<file path="src/rtl/trs_pkg.sv">
// Shared types and constants for the transform matrix builder.
`timescale 1ns / 1ps
package trs_pkg;

  localparam int DATA_W        = 32;
  localparam int FRAC_BITS_DEF = 16;
  localparam int ROT_N         = 9;
  localparam int PROD_W        = 64;
  localparam int NORM_W        = 65;
  localparam int NUM_W         = 66;
  localparam int ACC_W         = 66;

  typedef struct packed {
    logic                     op;
    logic signed [DATA_W-1:0] move_x;
    logic signed [DATA_W-1:0] move_y;
    logic signed [DATA_W-1:0] move_z;
    logic signed [DATA_W-1:0] scale_x;
    logic signed [DATA_W-1:0] scale_y;
    logic signed [DATA_W-1:0] scale_z;
    logic signed [DATA_W-1:0] quat_w;
    logic signed [DATA_W-1:0] quat_x;
    logic signed [DATA_W-1:0] quat_y;
    logic signed [DATA_W-1:0] quat_z;
  } trs_in_t;

  typedef struct packed {
    logic [1:0]               row_index;
    logic signed [DATA_W-1:0] elem_c0;
    logic signed [DATA_W-1:0] elem_c1;
    logic signed [DATA_W-1:0] elem_c2;
    logic signed [DATA_W-1:0] elem_c3;
    logic                     final_row;
    logic                     degenerate;
  } trs_out_t;

  typedef struct packed {
    logic                     op;
    logic signed [DATA_W-1:0] move_x;
    logic signed [DATA_W-1:0] move_y;
    logic signed [DATA_W-1:0] move_z;
    logic signed [DATA_W-1:0] scale_x;
    logic signed [DATA_W-1:0] scale_y;
    logic signed [DATA_W-1:0] scale_z;
    logic                     degen;
  } trs_side_t;

endpackage

</file>
<file path="src/rtl/trs_row_out.sv">
// Holds a finished matrix and sends it one row per item.
`timescale 1ns / 1ps
module trs_row_out (
  input  logic                              clk,
  input  logic                              rst,
  input  logic                              tail_v,
  input  logic signed [trs_pkg::DATA_W-1:0] mat [4][4],
  input  logic                              degen,
  output logic                              load,
  output logic                              valid,
  input  logic                              ready,
  output trs_pkg::trs_out_t                 data
);

  logic signed [trs_pkg::DATA_W-1:0] hold [4][4];
  logic                              hold_degen;
  logic [1:0]                        cnt;
  logic                              busy;

  assign load = tail_v && (!busy || (ready && cnt == 2'd3));

  always_ff @(posedge clk) begin
    if (rst) begin
      busy <= 1'b0;
      cnt  <= 2'd0;
    end else if (load) begin
      busy <= 1'b1;
      cnt  <= 2'd0;
    end else if (busy && ready) begin
      if (cnt == 2'd3) begin
        busy <= 1'b0;
        cnt  <= 2'd0;
      end else begin
        cnt <= cnt + 2'd1;
      end
    end
  end

  always_ff @(posedge clk) begin
    if (load) begin
      hold       <= mat;
      hold_degen <= degen;
    end
  end

  assign valid           = busy;
  assign data.row_index  = cnt;
  assign data.elem_c0    = hold[cnt][0];
  assign data.elem_c1    = hold[cnt][1];
  assign data.elem_c2    = hold[cnt][2];
  assign data.elem_c3    = hold[cnt][3];
  assign data.final_row  = (cnt == 2'd3);
  assign data.degenerate = hold_degen;

  a_idle_cnt: assert property (@(posedge clk) disable iff (rst) !busy |-> cnt == 2'd0)
    else $error("row counter nonzero while idle");
  a_step: assert property (@(posedge clk) disable iff (rst)
    busy && ready && cnt != 2'd3 |=> busy && cnt == $past(cnt) + 2'd1)
    else $error("row counter did not advance");
  a_load: assert property (@(posedge clk) disable iff (rst)
    load |=> busy && cnt == 2'd0)
    else $error("matrix load did not restart at row zero");

endmodule

</file>
<file path="config.mk">
export PLATFORM = sky130hd
export DESIGN_NAME = trs_row_out
export DESIGN_NICKNAME = d
export VERILOG_FILES = /design/src/rtl/trs_pkg.sv /design/src/rtl/trs_row_out.sv
export SDC_FILE = /design/constraint.sdc
export NUM_CORES = 1
export LEC_CHECK = 0
export ABC_CLOCK_PERIOD_IN_PS = 18700
export BUFFER_PORTS_ARGS = -buffer_cell sky130_fd_sc_hd__buf_2
export CAP_MARGIN = 10
export CORE_AREA = 2 2 256 258
export DETAILED_ROUTE_END_ITERATION = 16
export DIE_AREA = 0 0 258 260
export GPL_TIMING_DRIVEN = 0
export PLACE_DENSITY = 0.51
export SLEW_MARGIN = 30
export SYNTH_ARGS = -nofsm -noshare
export SYNTH_HDL_FRONTEND = slang
export SYNTH_SLANG_ARGS = --single-unit
</file>
<file path="constraint.sdc">
create_clock -name clk -period 18.7 [get_ports clk]
set_clock_uncertainty 0.1 [all_clocks]
set_input_delay 1.87 -clock clk [delete_from_list [all_inputs] [get_ports clk]]
set_output_delay 1.87 -clock clk [all_outputs]
set_load 0.005 [all_outputs]
</file>
==> impl_summary.log, run 1 <==
INFO  metric avgSynthCellArea = 27.33 um^2
INFO  metric syn-num-nets = 1203
INFO  metric final.hold.worst_slack = 473.2 ps
INFO  metric grt_max_degree = 54
INFO  metric detail_route.drc_violations = 0
INFO  metric count_of_hold_fix_buffers_inserted_at_cts = 0
INFO  metric place.port_buffers = 650
INFO  metric rr_startpoint = cnt[1]$_SDFFE_PP0P_
INFO  metric worst_setup_path_end_kind = output port
INFO  metric postSynthRegisterBits = 516
INFO  metric drive_above_1_share = 0.6240
INFO  metric max_slew_margin = 0.5069
INFO  metric globalRoute.busiestLayer = met2
INFO  metric core_occupancy_in_the_finished_layout = 0.3934
INFO  metric critical_path_arrival = 3480 ps
INFO  metric power_switching = 0.5494 mW
INFO  metric worstHoldStart = valid$_SDFFE_PP0P_
INFO  metric firstDrtPassIters = 6
INFO  metric routed_wire_length = 51.44 mm
INFO  metric cellInternalPower = 2.099 mW
INFO  metric cts_sinks = 516
INFO  metric cp_max_fo = 53
INFO  metric multiInputGateArea = 2979 um^2
INFO  metric worstPathRequired = 16730 ps
INFO  metric clockPowerShare = 0.419
INFO  metric synth.distinct_cells = 19
INFO  metric drv.max_cap_violation_count = 0
INFO  metric gp_routability_congestion = 0.8289
INFO  metric netlist.area_leader.share = 0.8228
INFO  metric cts-htree-levels = 2
INFO  metric core = 64120 um^2
INFO  metric num_vias = 10130
INFO  metric nNetsFinal = 1922
INFO  metric fillerInstances = 5936
INFO  metric seq_area = 15460 um^2
INFO  metric synth_area_leader_cell = sky130_fd_sc_hd__edfxtp_1
INFO  metric synth.yosys.seq_area_share = 0.8260
INFO  metric holdPathStages = 2
INFO  metric cts_buffer_depth = 3
INFO  metric run_status = finished, final reports clean
INFO  metric pin_count = 651
INFO  metric netlist_top_cells_area = sky130_fd_sc_hd__edfxtp_1 (82%), sky130_fd_sc_hd__mux4_2 (15%), sky130_fd_sc_hd__buf_8 (0.80%), sky130_fd_sc_hd__buf_2 (0.35%), sky130_fd_sc_hd__dfxtp_1 (0.32%)
INFO  metric die_width = 258 um
INFO  metric synth.cell_area = 18720 um^2
INFO  metric die-area = 67080 um^2
INFO  metric setup-violations-final = 0
INFO  metric cp-startpoint = ready
INFO  metric antenna_found_initial = 22
INFO  metric area_growth_syn_to_layout = 34.72%
INFO  metric dr_wl_cell = 22.15 um
INFO  metric die_height = 260 um
INFO  metric drt.antenna.violating_nets = 0
INFO  metric leakage = 9.377 nW
INFO  metric worst-slew-pin-transition = 739.6 ps
INFO  metric worst_case_reg_to_reg_path_depth = 7
INFO  metric min_delay_worst_endpoint = cnt[1]$_SDFFE_PP0P_
INFO  metric detailed_place_hpwl = 38.88 mm
INFO  metric power_switching_share = 0.2074
INFO  metric numCtsBuffers = 57
INFO  metric initial_core_util = 0.2920
INFO  metric global_route_met3_usage = 0.05731
INFO  metric fin_crit_sh = 0.2917
INFO  metric number_of_warnings_printed_during_yosys_synthesis = 0
INFO  metric hold_viol_final = 0
INFO  metric drt-vias-per-instance = 4.364
INFO  metric grt_first_pass_wirelength = 72.35 mm
INFO  metric gate_count_of_the_mapped_netlist = 685
INFO  metric cp-start-kind = input port
INFO  metric holdCritPathClass = reg2reg
INFO  metric worst_setup_hold_path_clk_slew = 60 ps
INFO  metric grt_setup_unrepaired = no
INFO  metric std_cell_rows = 93
INFO  metric vdd_drop_max = 0.00008015 V
INFO  metric power.share.combinational = 0.066
INFO  metric tritoncts = yes
INFO  metric number_of_max_slew_violations_in_the_final_report = 0
INFO  metric critical_path_class = in2out
INFO  metric setup.reg_to_reg.worst_slack = 15560 ps
INFO  metric worstReg2RegEnd = hold[454]$_DFFE_PP_
INFO  metric fmax = 183.3 MHz
INFO  metric fin_crit = 5455 ps
INFO  metric power_density = 105.0 nW/um^2
INFO  metric use_met1 = 0.1643
INFO  metric grt_overflow = 0
INFO  metric drt_iter0_drc = 608
INFO  metric number_of_gates_resized_after_cts = 0
INFO  metric via_count_of_the_first_global_routing_pass = 11150
INFO  metric met2_usage = 0.2632
INFO  metric postCtsSetupRepairBufs = 0
INFO  metric clockRootBuffer = sky130_fd_sc_hd__clkbuf_16
INFO  metric clk_latency = 590 ps
INFO  metric globalRouteTotalUtil = 0.1482
INFO  metric fraction_of_power_consumed_by_sequential_logic = 0.515
flip-flops by register name, summed over array words and instances (netlist names):
name / flops
hold: 512
cnt: 2
valid: 1
hold_degen: 1
worst max path at each step:
stage / end / slack, ps
after floorplan: load / 3120
after global placement: load / -2970
after detailed placement: load / 13240
after CTS: load / 13240
after global routing: load / 13100
final: load / 13250
per-stage QoR:
stage                     setup TNS (ps)  power [mW]  instance area (um^2)  setup WS [ps]  cells
after floorplan                        0       1.488                 18720           3117    685
after global placement           -256260       1.601                 23040          -2970   2190
after global routing                   0       2.748                 25200          13100   2313
after detailed placement               0       1.568                 23320          13240   2200
final                                  0       2.649                 25220          13250   2322
after CTS                              0       2.693                 25180          13240   2307
cells in the final DEF, fill, tap and decap left out:
cell,Yosys,layout
sky130_fd_sc_hd__buf_2,13,663
sky130_fd_sc_hd__edfxtp_1,513,513
sky130_fd_sc_hd__mux4_2,128,128
sky130_fd_sc_hd__clkbuf_16,0,59
sky130_fd_sc_hd__diode_2,0,15
sky130_fd_sc_hd__clkinv_1,0,13
sky130_fd_sc_hd__buf_8,10,10
sky130_fd_sc_hd__clkbuf_1,2,10
sky130_fd_sc_hd__clkinv_2,0,10
sky130_fd_sc_hd__buf_16,0,9
sky130_fd_sc_hd__bufinv_16,0,5
sky130_fd_sc_hd__inv_6,0,4
sky130_fd_sc_hd__buf_4,3,3
sky130_fd_sc_hd__clkbuf_8,0,3
sky130_fd_sc_hd__dfxtp_1,3,3
sky130_fd_sc_hd__a21bo_2,2,2
sky130_fd_sc_hd__buf_12,1,2
sky130_fd_sc_hd__clkinv_4,0,2
sky130_fd_sc_hd__clkinvlp_4,0,2
sky130_fd_sc_hd__and2_4,0,1
sky130_fd_sc_hd__buf_6,1,1
sky130_fd_sc_hd__clkbuf_2,0,1
sky130_fd_sc_hd__nand4bb_1,1,1
sky130_fd_sc_hd__a21bo_1,1,1
sky130_fd_sc_hd__a221oi_2,1,1
sky130_fd_sc_hd__nand3_1,1,1
sky130_fd_sc_hd__a221oi_1,1,1
sky130_fd_sc_hd__inv_1,1,1
sky130_fd_sc_hd__a21oi_1,1,1
sky130_fd_sc_hd__ha_1,1,1
power groups by stage:
stage | registers, mW | logic (mW) | clock network [mW]
after floorplan | 1.42 | 0.0704 | 0
after global placement | 1.44 | 0.165 | 0
after detailed placement | 1.39 | 0.178 | 0
after CTS | 1.37 | 0.178 | 1.15
after global routing | 1.37 | 0.189 | 1.19
final | 1.37 | 0.174 | 1.11
Yosys cell counts:
master / instances
sky130_fd_sc_hd__nand4bb_1: 1
sky130_fd_sc_hd__buf_6: 1
sky130_fd_sc_hd__and2_1: 1
sky130_fd_sc_hd__dfxtp_1: 3
sky130_fd_sc_hd__mux4_2: 128
sky130_fd_sc_hd__a221oi_1: 1
sky130_fd_sc_hd__a221oi_2: 1
sky130_fd_sc_hd__edfxtp_1: 513
sky130_fd_sc_hd__a21bo_1: 1
sky130_fd_sc_hd__a21oi_1: 1
sky130_fd_sc_hd__clkbuf_1: 2
sky130_fd_sc_hd__buf_2: 13
sky130_fd_sc_hd__buf_8: 10
sky130_fd_sc_hd__nand3_1: 1
sky130_fd_sc_hd__buf_4: 3
sky130_fd_sc_hd__a21bo_2: 2
sky130_fd_sc_hd__buf_12: 1
sky130_fd_sc_hd__inv_1: 1
sky130_fd_sc_hd__ha_1: 1
critical path: stages:
cell and delay, ps:
sky130_fd_sc_hd__buf_2 120, sky130_fd_sc_hd__a21bo_2 180, sky130_fd_sc_hd__and2_4 480, sky130_fd_sc_hd__buf_16 310
sky130_fd_sc_hd__buf_16 280, sky130_fd_sc_hd__buf_2 170
per-layer routing:
layer | share of wire | vias up
met5 | 0.0019 | -
met4 | 0.022 | 16
met3 | 0.10 | 87
met2 | 0.52 | 467
met1 | 0.35 | 5088
li1 | - | 4475
cell type report:
type | instances | area share
clock buffer | 71 | 0.06151
sequential | 516 | 0.6132
timing repair buffer | 660 | 0.1396
buffer | 30 | 0.01101
multi-input combinational | 138 | 0.1181
inverter | 1 | 0.0001488
antenna | 15 | 0.001488
tap | 855 | 0.04242
clock inverter | 36 | 0.01255
cell families after synthesis:
family / synth area share
AOI/OAI and AO/OA: 0.003141
adders and majority gates: 0.0006682
buffers and inverters: 0.01497
DFF: 0.8260
muxes: 0.1540
and+or+nand+nor: 0.001203
Power figures use the tool's default switching activity.
==> run 2, diff against run 1 <==
--- a/config.mk
+++ b/config.mk
@@ -5,14 +5,14 @@
 export SDC_FILE = /design/constraint.sdc
 export NUM_CORES = 1
 export LEC_CHECK = 0
-export ABC_CLOCK_PERIOD_IN_PS = 18700
+export ABC_CLOCK_PERIOD_IN_PS = 4700
 export BUFFER_PORTS_ARGS = -buffer_cell sky130_fd_sc_hd__buf_2
 export CAP_MARGIN = 10
 export CORE_AREA = 2 2 256 258
 export DETAILED_ROUTE_END_ITERATION = 16
 export DIE_AREA = 0 0 258 260
 export GPL_TIMING_DRIVEN = 0
-export PLACE_DENSITY = 0.51
+export PLACE_DENSITY = 0.53
 export SLEW_MARGIN = 30
 export SYNTH_ARGS = -nofsm -noshare
 export SYNTH_HDL_FRONTEND = slang
==> constraint.sdc (replaced) <==
create_clock -name clk -period 4.7 [get_ports clk]
set_clock_uncertainty 0.1 [all_clocks]
set_input_delay 0.47 -clock clk [delete_from_list [all_inputs] [get_ports clk]]
set_output_delay 0.47 -clock clk [all_outputs]
set_load 0.005 [all_outputs]
==> impl_summary.log, run 2 <==
INFO  metric run_status = did not finish
INFO  metric last-stage-reached = 4_1_cts
INFO  metric error_message = [ERROR RSZ-0060] Max buffer count reached.
INFO  metric synth_area_leader_cell = sky130_fd_sc_hd__edfxtp_1
INFO  metric netlist.area_leader.share = 0.8228
INFO  metric synthTopCellsByCount = sky130_fd_sc_hd__edfxtp_1 (513), sky130_fd_sc_hd__mux4_2 (128), sky130_fd_sc_hd__buf_2 (13), sky130_fd_sc_hd__buf_8 (10)
INFO  metric postCtsSetupRepairBufs = 0
INFO  metric gate_count_of_the_mapped_netlist = 685
INFO  metric pin_count = 651
INFO  metric postSynthRegisterBits = 516
INFO  metric cts-htree-levels = 2
INFO  metric cts_sinks = 516
INFO  metric synth.most_common_cell = sky130_fd_sc_hd__edfxtp_1
INFO  metric synth_async_sr_flop_share = 0
INFO  metric initial_core_util = 0.2920
INFO  metric std_cell_rows = 93
INFO  metric synth.yosys.seq_area_share = 0.8260
INFO  metric cts_buffer_depth = 3
INFO  metric postSynth.topFlopCell = sky130_fd_sc_hd__edfxtp_1
INFO  metric syn-num-nets = 1203
INFO  metric count_of_hold_fix_buffers_inserted_at_cts = 461
INFO  metric die_height = 260 um
INFO  metric place.port_buffers = 650
INFO  metric die_width = 258 um
INFO  metric netlist_top_cells_area = sky130_fd_sc_hd__edfxtp_1 (82%), sky130_fd_sc_hd__mux4_2 (15%), sky130_fd_sc_hd__buf_8 (0.80%), sky130_fd_sc_hd__buf_2 (0.35%), sky130_fd_sc_hd__dfxtp_1 (0.32%)
INFO  metric clockRootBuffer = sky130_fd_sc_hd__clkbuf_16
INFO  metric synth.distinct_cells = 19
INFO  metric detailed_place_hpwl = 37.87 mm
INFO  metric gp_routability_congestion = 0.7873
INFO  metric synth_edf_count = 513
INFO  metric avgSynthCellArea = 27.33 um^2
INFO  metric number_of_warnings_printed_during_yosys_synthesis = 0
INFO  metric numCtsBuffers = 55
INFO  metric postPlaceCellArea = 23330 um^2
INFO  metric synth.cell_area = 18720 um^2
INFO  metric number_of_gates_resized_after_cts = 0
run 2: cell counts after synthesis:
No cell type changed its count.
run 2: per-stage QoR:
step | util | instances | worst slack, ps | TNS, ps | hold WS [ps]
2_1_floorplan | - | 685 | -48.52 | -24890 | 408.8
3_3_place_gp | 0.3598 | 2190 | -1877 | -751080 | 429.8
3_5_place_dp | 0.3638 | 2202 | 1267 | 0 | 442.3
run 2: kinds of logic after synthesis:
group                    after synthesis  synth area share
buffers and inverters                 31           0.01497
AND/OR/NAND/NOR                        3          0.001203
AO/OA/AOI/OAI                          6          0.003141
multiplexers                         128            0.1540
flip-flops                           516            0.8260
adder cells (fa/ha/maj)                1         0.0006682
==> run 3, diff against run 2 <==
--- a/config.mk
+++ b/config.mk
@@ -5,14 +5,13 @@
 export SDC_FILE = /design/constraint.sdc
 export NUM_CORES = 1
 export LEC_CHECK = 0
-export ABC_CLOCK_PERIOD_IN_PS = 4700
+export ABC_CLOCK_PERIOD_IN_PS = 6100
 export BUFFER_PORTS_ARGS = -buffer_cell sky130_fd_sc_hd__buf_2
 export CAP_MARGIN = 10
-export CORE_AREA = 2 2 256 258
+export CORE_UTILIZATION = 20
 export DETAILED_ROUTE_END_ITERATION = 16
-export DIE_AREA = 0 0 258 260
 export GPL_TIMING_DRIVEN = 0
-export PLACE_DENSITY = 0.53
+export PLACE_DENSITY_LB_ADDON = 0.15
 export SLEW_MARGIN = 30
 export SYNTH_ARGS = -nofsm -noshare
 export SYNTH_HDL_FRONTEND = slang
==> constraint.sdc (replaced) <==
create_clock -name clk -period 6.1 [get_ports clk]
set_clock_uncertainty 0.1 [all_clocks]
set_input_delay 0.61 -clock clk [delete_from_list [all_inputs] [get_ports clk]]
set_output_delay 0.61 -clock clk [all_outputs]
set_load 0.005 [all_outputs]
==> impl_summary.log, run 3 (same netlist as run 1, synthesis figures left out) <==
INFO  metric globalRouteTotalUtil = 0.1207
INFO  metric cp-start-kind = flop
INFO  metric cpMaxStageDelayCell = sky130_fd_sc_hd__buf_2
INFO  metric drv.max_cap_violation_count = 0
INFO  metric setup.reg_to_reg.worst_slack = 2820 ps
INFO  metric core_occupancy_in_the_finished_layout = 0.3320
INFO  metric grt_setup_unrepaired = no
INFO  metric nNetsFinal = 2422
INFO  metric layout_top_registers = hold: 512 flops, cnt: 2 flops
INFO  metric drt_iter0_drc = 538
INFO  metric drive_above_1_share = 0.4621
INFO  metric layoutNonFillerInstCount = 3198
INFO  metric routed_wire_length = 58.10 mm
INFO  metric worstReg2RegEnd = hold[64]$_DFFE_PP_
INFO  metric grt_overflow = 0
INFO  metric cts_buffer_depth = 3
INFO  metric fmax = 296.3 MHz
INFO  metric critical_path_class = reg2out
INFO  metric num_vias = 11870
INFO  metric antenna_found_initial = 10
INFO  metric initial_core_util = 0.2030
INFO  metric power_density = 274.0 nW/um^2
INFO  metric dp.cells = 2592
INFO  metric worst_setup_path_end_kind = output port
INFO  metric area_growth_syn_to_layout = 63.55%
INFO  metric timing.critical_path.cells = clkbuf_2, buf_16, buf_2, mux4_2, buf_2
INFO  metric cts-htree-levels = 2
INFO  metric die_height = 308.0 um
INFO  metric vdd_drop_max = 0.0002015 V
INFO  metric critPathTopFamily = buffers and inverters
INFO  metric timing.setup.tns = 0 ps
INFO  metric numCtsBuffers = 61
INFO  metric pin_count = 651
INFO  metric fin_crit_sh = 0.5534
INFO  metric largest_register_ffs = 512
INFO  metric holdCritPathClass = in2reg
INFO  metric drt-vias-per-instance = 3.710
INFO  metric cts_sinks = 516
INFO  metric std_cell_rows = 111
INFO  metric tritoncts = yes
INFO  metric most-common-layout-cells = sky130_fd_sc_hd__buf_2 (663), sky130_fd_sc_hd__edfxtp_1 (513), sky130_fd_sc_hd__dlygate4sd3_1 (492), sky130_fd_sc_hd__mux4_2 (128), sky130_fd_sc_hd__clkbuf_16 (63)
INFO  metric crit_buf_inv = 4
INFO  metric worstPathRequired = 5390 ps
INFO  metric die-area = 94840 um^2
INFO  metric timing.critical_path.slowest_cell_delay = 440 ps
INFO  metric most_flops_register = hold
INFO  metric detail_route.drc_violations = 0
INFO  metric worst_case_reg_to_reg_path_depth = 9
INFO  metric leakage = 11.42 nW
INFO  metric die_width = 308.0 um
INFO  metric clk_latency = 630 ps
INFO  metric dr_wl_cell = 18.17 um
INFO  metric rr_startpoint = cnt[1]$_SDFFE_PP0P_
INFO  metric cp-startpoint = cnt[1]$_SDFFE_PP0P_
INFO  metric hold_viol_final = 0
INFO  metric via_count_of_the_first_global_routing_pass = 13760
INFO  metric setup-violations-final = 0
INFO  metric detailed_place_hpwl = 42.72 mm
INFO  metric number_of_max_slew_violations_in_the_final_report = 0
INFO  metric fin_crit = 3375 ps
INFO  metric place.port_buffers = 650
INFO  metric cp_max_fo = 10
INFO  metric cp-endpoint = data[28]
INFO  metric firstDrtPassIters = 4
INFO  metric drt.antenna.violating_nets = 0
INFO  metric grt_first_pass_wirelength = 84.57 mm
INFO  metric timing.critical_path.depth = 5
INFO  metric run_status = finished, final reports clean
INFO  metric gp_routability_congestion = 0.7634
INFO  metric critical_path_arrival = 2670 ps
INFO  metric grt_max_degree = 50
INFO  metric worst_setup_hold_path_clk_slew = 60 ps
INFO  metric worst-slew-pin-transition = 764.9 ps
INFO  metric most_common_cell_after_layout_fill_and_taps_aside = sky130_fd_sc_hd__buf_2
INFO  metric most_frequent_cp_cell = sky130_fd_sc_hd__buf_2
INFO  metric core = 92220 um^2
INFO  metric clockRootBuffer = sky130_fd_sc_hd__clkbuf_16
INFO  metric max_slew_margin = 0.4901
run 3: report_power, final:
part / leakage (nW) / switching, mW / internal [mW]
clock: 0.884 / 1.45 / 1.95
combinational: 5.63 / 0.308 / 0.496
sequential: 4.91 / 0.0481 / 4.14
run 3: what timing repair did:
action	4_1_cts	5_1_grt
setup buffers	0	0
hold endpoints to repair	492	0
gates resized for setup	0	0
hold buffers	492	0
run 3: worst min-delay path by stage:
stage / from / end / slack, ps / cells after the start
after floorplan: valid$_SDFFE_PP0P_ / cnt[1]$_SDFFE_PP0P_ / 410 / 2
after global placement: valid$_SDFFE_PP0P_ / cnt[1]$_SDFFE_PP0P_ / 450 / 2
after detailed placement: valid$_SDFFE_PP0P_ / cnt[1]$_SDFFE_PP0P_ / 470 / 2
after CTS: mat[202] / hold[202]$_DFFE_PP_ / 0.2 / 1
after global routing: mat[49] / hold[49]$_DFFE_PP_ / 10 / 1
final: mat[49] / hold[49]$_DFFE_PP_ / 70 / 1
run 3: final cells by class:
cell class | instances | area (um^2)
inverter | 1 | 3.754
fill | 9120 | 61600
tap | 1243 | 1555
sequential | 516 | 15460
clock inverter | 31 | 197.7
timing repair buffer | 1156 | 8496
multi-input combinational | 138 | 2979
clock buffer | 78 | 1633
buffer | 30 | 277.8
antenna | 5 | 12.51
run 3: through the flow:
stage	total power, mW	area (um^2)	hold slack [ps]	setup WS, ps
floorplan	4.482	18720	413.6	1123
global placement	4.813	23530	445.7	-1190
detailed placement	4.818	23850	468.5	2680
CTS	8.559	30610	0.2227	2488
global route	8.736	30620	12.51	2501
finish	8.391	30620	72.25	2725
run 3: routing by layer:
metal / part of all wire / global-route usage / vias up
met5: 0.00053 / 0 / -
met4: 0.025 / 0.04061 / 4
met3: 0.078 / 0.03827 / 92
met2: 0.52 / 0.2189 / 422
met1: 0.37 / 0.1317 / 5886
li1: - / - / 5462
==> run 4, diff against run 3 <==
--- a/config.mk
+++ b/config.mk
@@ -5,7 +5,7 @@
 export SDC_FILE = /design/constraint.sdc
 export NUM_CORES = 1
 export LEC_CHECK = 0
-export ABC_CLOCK_PERIOD_IN_PS = 6100
+export ABC_CLOCK_PERIOD_IN_PS = 3100
 export BUFFER_PORTS_ARGS = -buffer_cell sky130_fd_sc_hd__buf_2
 export CAP_MARGIN = 10
 export CORE_UTILIZATION = 20
==> constraint.sdc (replaced) <==
create_clock -name clk -period 3.1 [get_ports clk]
set_clock_uncertainty 0.1 [all_clocks]
set_input_delay 0.31 -clock clk [delete_from_list [all_inputs] [get_ports clk]]
set_output_delay 0.31 -clock clk [all_outputs]
set_load 0.005 [all_outputs]
==> impl_summary.log, run 4 (same netlist as run 1, synthesis figures left out) <==
INFO  metric max_slew_margin = 0.5042
INFO  metric detailed_place_hpwl = 41.29 mm
INFO  metric run_status = finished, final reports clean
INFO  metric grt_setup_unrepaired = no
INFO  metric die-area = 94840 um^2
INFO  metric placement.setup.worst_slack = 0.8722 ps
INFO  metric die_height = 308.0 um
INFO  metric final_critical_path_setup_slack = 197.7 ps
INFO  metric initial_core_util = 0.2030
INFO  metric power_switching_share = 0.2081
INFO  metric hold_viol_final = 0
INFO  metric core_occupancy_in_the_finished_layout = 0.3378
INFO  metric power_density = 556.7 nW/um^2
INFO  metric fin_total_pwr = 17.34 mW
INFO  metric cellInternalPower = 13.73 mW
INFO  metric power_switching = 3.608 mW
INFO  metric timing.critical_path.slowest_cell_delay = 660 ps
INFO  metric clockPowerShare = 0.432
INFO  metric seq_area = 15470 um^2
INFO  metric core = 92220 um^2
INFO  metric area_growth_syn_to_layout = 66.38%
INFO  metric numCtsBuffers = 61
INFO  metric nNetsFinal = 2449
INFO  metric std_cell_rows = 111
INFO  metric grt_max_degree = 51
INFO  metric globalRouteTotalUtil = 0.1200
INFO  metric timing.critical_path.cells = buf_6, buf_12, buf_8, mux4_2, buf_2
INFO  metric fraction_of_power_consumed_by_sequential_logic = 0.475
INFO  metric worstPathRequired = 2690 ps
INFO  metric vdd_drop_max = 0.0004240 V
INFO  metric setup.reg_to_reg.worst_slack = 280 ps
INFO  metric via_count_of_the_first_global_routing_pass = 13860
INFO  metric fmax = 344.6 MHz
INFO  metric cts-htree-levels = 2
INFO  metric num_vias = 12010
INFO  metric cp_max_fo = 10
INFO  metric pin_count = 651
INFO  metric grt_overflow = 0
INFO  metric dp.cells = 2590
INFO  metric firstDrtPassIters = 4
INFO  metric multiInputGateArea = 3005 um^2
INFO  metric most_flops_register = hold
INFO  metric setup-violations-final = 0
INFO  metric drt.antenna.violating_nets = 0
INFO  metric fin_crit_sh = 0.9362
INFO  metric cts_buffer_depth = 3
INFO  metric routed_wire_length = 57.82 mm
INFO  metric cp-start-kind = flop
INFO  metric dr_wl_cell = 17.90 um
INFO  metric die_width = 308.0 um
INFO  metric number_of_max_slew_violations_in_the_final_report = 0
INFO  metric power.share.combinational = 0.093
INFO  metric drt_iter0_drc = 499
INFO  metric fin_crit = 2902 ps
INFO  metric tritoncts = yes
INFO  metric detail_route.drc_violations = 0
INFO  metric layoutNonFillerInstCount = 3229
INFO  metric clockRootBuffer = sky130_fd_sc_hd__clkbuf_16
INFO  metric worst_setup_path_end_kind = output port
INFO  metric most_common_cell_after_layout_fill_and_taps_aside = sky130_fd_sc_hd__buf_2
INFO  metric layout_top_registers = hold: 512 flops, cnt: 2 flops
INFO  metric leakage = 11.67 nW
INFO  metric gp_routability_congestion = 0.7408
INFO  metric timing.setup.tns = 0 ps
INFO  metric cts_sinks = 516
INFO  metric grt_first_pass_wirelength = 84.34 mm
INFO  metric cpMaxStageDelayCell = sky130_fd_sc_hd__mux4_2
INFO  metric worst-slew-pin-transition = 743.7 ps
INFO  metric worst_setup_hold_path_clk_slew = 60 ps
INFO  metric critical_path_class = reg2out
INFO  metric most-common-layout-cells = sky130_fd_sc_hd__buf_2 (662), sky130_fd_sc_hd__dlygate4sd3_1 (518), sky130_fd_sc_hd__edfxtp_1 (513), sky130_fd_sc_hd__mux4_2 (128), sky130_fd_sc_hd__clkbuf_16 (63)
INFO  metric holdCritPathClass = in2reg
INFO  metric drt-vias-per-instance = 3.719
INFO  metric drv.max_cap_violation_count = 0
INFO  metric place.port_buffers = 650
INFO  metric clk_latency = 640 ps
INFO  metric fillerInstances = 9102
INFO  metric antenna_found_initial = 10
INFO  metric largest_register_ffs = 512
INFO  metric critical_path_arrival = 2490 ps
INFO  metric drive_above_1_share = 0.4629
[run 4: cell types whose count changed in the layout (fill, tap and decap cells not counted), moves of 4 or more]
| cell | delta |
|---|---|
| sky130_fd_sc_hd__bufinv_16 | +9 |
| sky130_fd_sc_hd__clkinv_1 | -4 |
| sky130_fd_sc_hd__clkbuf_1 | -4 |
| sky130_fd_sc_hd__dlygate4sd3_1 | +26 |
| sky130_fd_sc_hd__clkinv_2 | +5 |
[run 4: routing by layer]
layer,global-route usage,up-vias,wire length [um]
met5,0,-,36
met4,0.03714,6,1261
met3,0.03800,91,4464
met2,0.2141,443,29580
met1,0.1352,5951,22470
li1,-,5517,-
[run 4: critical path: cells and delay by family (launching register included)]
family | cells | cell delay (ps)
flip-flops | 1 | 400
multiplexers | 1 | 660
buffers and inverters | 4 | 740
[run 4: worst paths after layout]
check | from | endpoint | cells past startpoint
worst max-delay path | cnt[0]$_SDFFE_PP0P_ | data[99] | 5
worst min-delay path | mat[382] | hold[382]$_DFFE_PP_ | 2
worst max register to register | cnt[0]$_SDFFE_PP0P_ | hold[47]$_DFFE_PP_ | 8
worst min register to register | valid$_SDFFE_PP0P_ | cnt[1]$_SDFFE_PP0P_ | 2
[run 4: through the flow]
step                hold slack (ps)  area (um^2)
global placement              386.0        23560
CTS                           203.0        31120
finish                        275.3        31150
detailed placement            388.1        23840
global route                  235.8        31140
floorplan                     268.8        18750
[run 4: repair_timing]
item                                    4_1_cts  5_1_grt
hold endpoints to repair                    516        0
cloned                                        1        0
endpoints found under the setup margin       83       47
hold buffers                                518        0
setup buffers                                 0        2
resized for setup                             2        0
[run 4: power groups by stage]
stage,Sequential [mW],Combinational (mW),Clock [mW]
2_1_floorplan,8.39,0.428,0
3_3_place_gp,8.46,1.02,0
3_5_place_dp,8.39,1.09,0
4_1_cts,8.24,1.65,7.75
5_1_grt,8.27,1.76,7.99
6_report,8.23,1.62,7.49
[run 4: layout make-up]
| class | count | share of cell area |
|---|---|---|
| Sequential cell | 516 | 0.4966 |
| Timing Repair Buffer | 1182 | 0.2805 |
| Multi-Input combinational cell | 139 | 0.09649 |
| Clock buffer | 74 | 0.05194 |
| Tap cell | 1243 | 0.04993 |
| Clock inverter | 39 | 0.01486 |
| Buffer | 30 | 0.009078 |
| Antenna cell | 5 | 0.0004017 |
| Inverter | 1 | 0.0001205 |
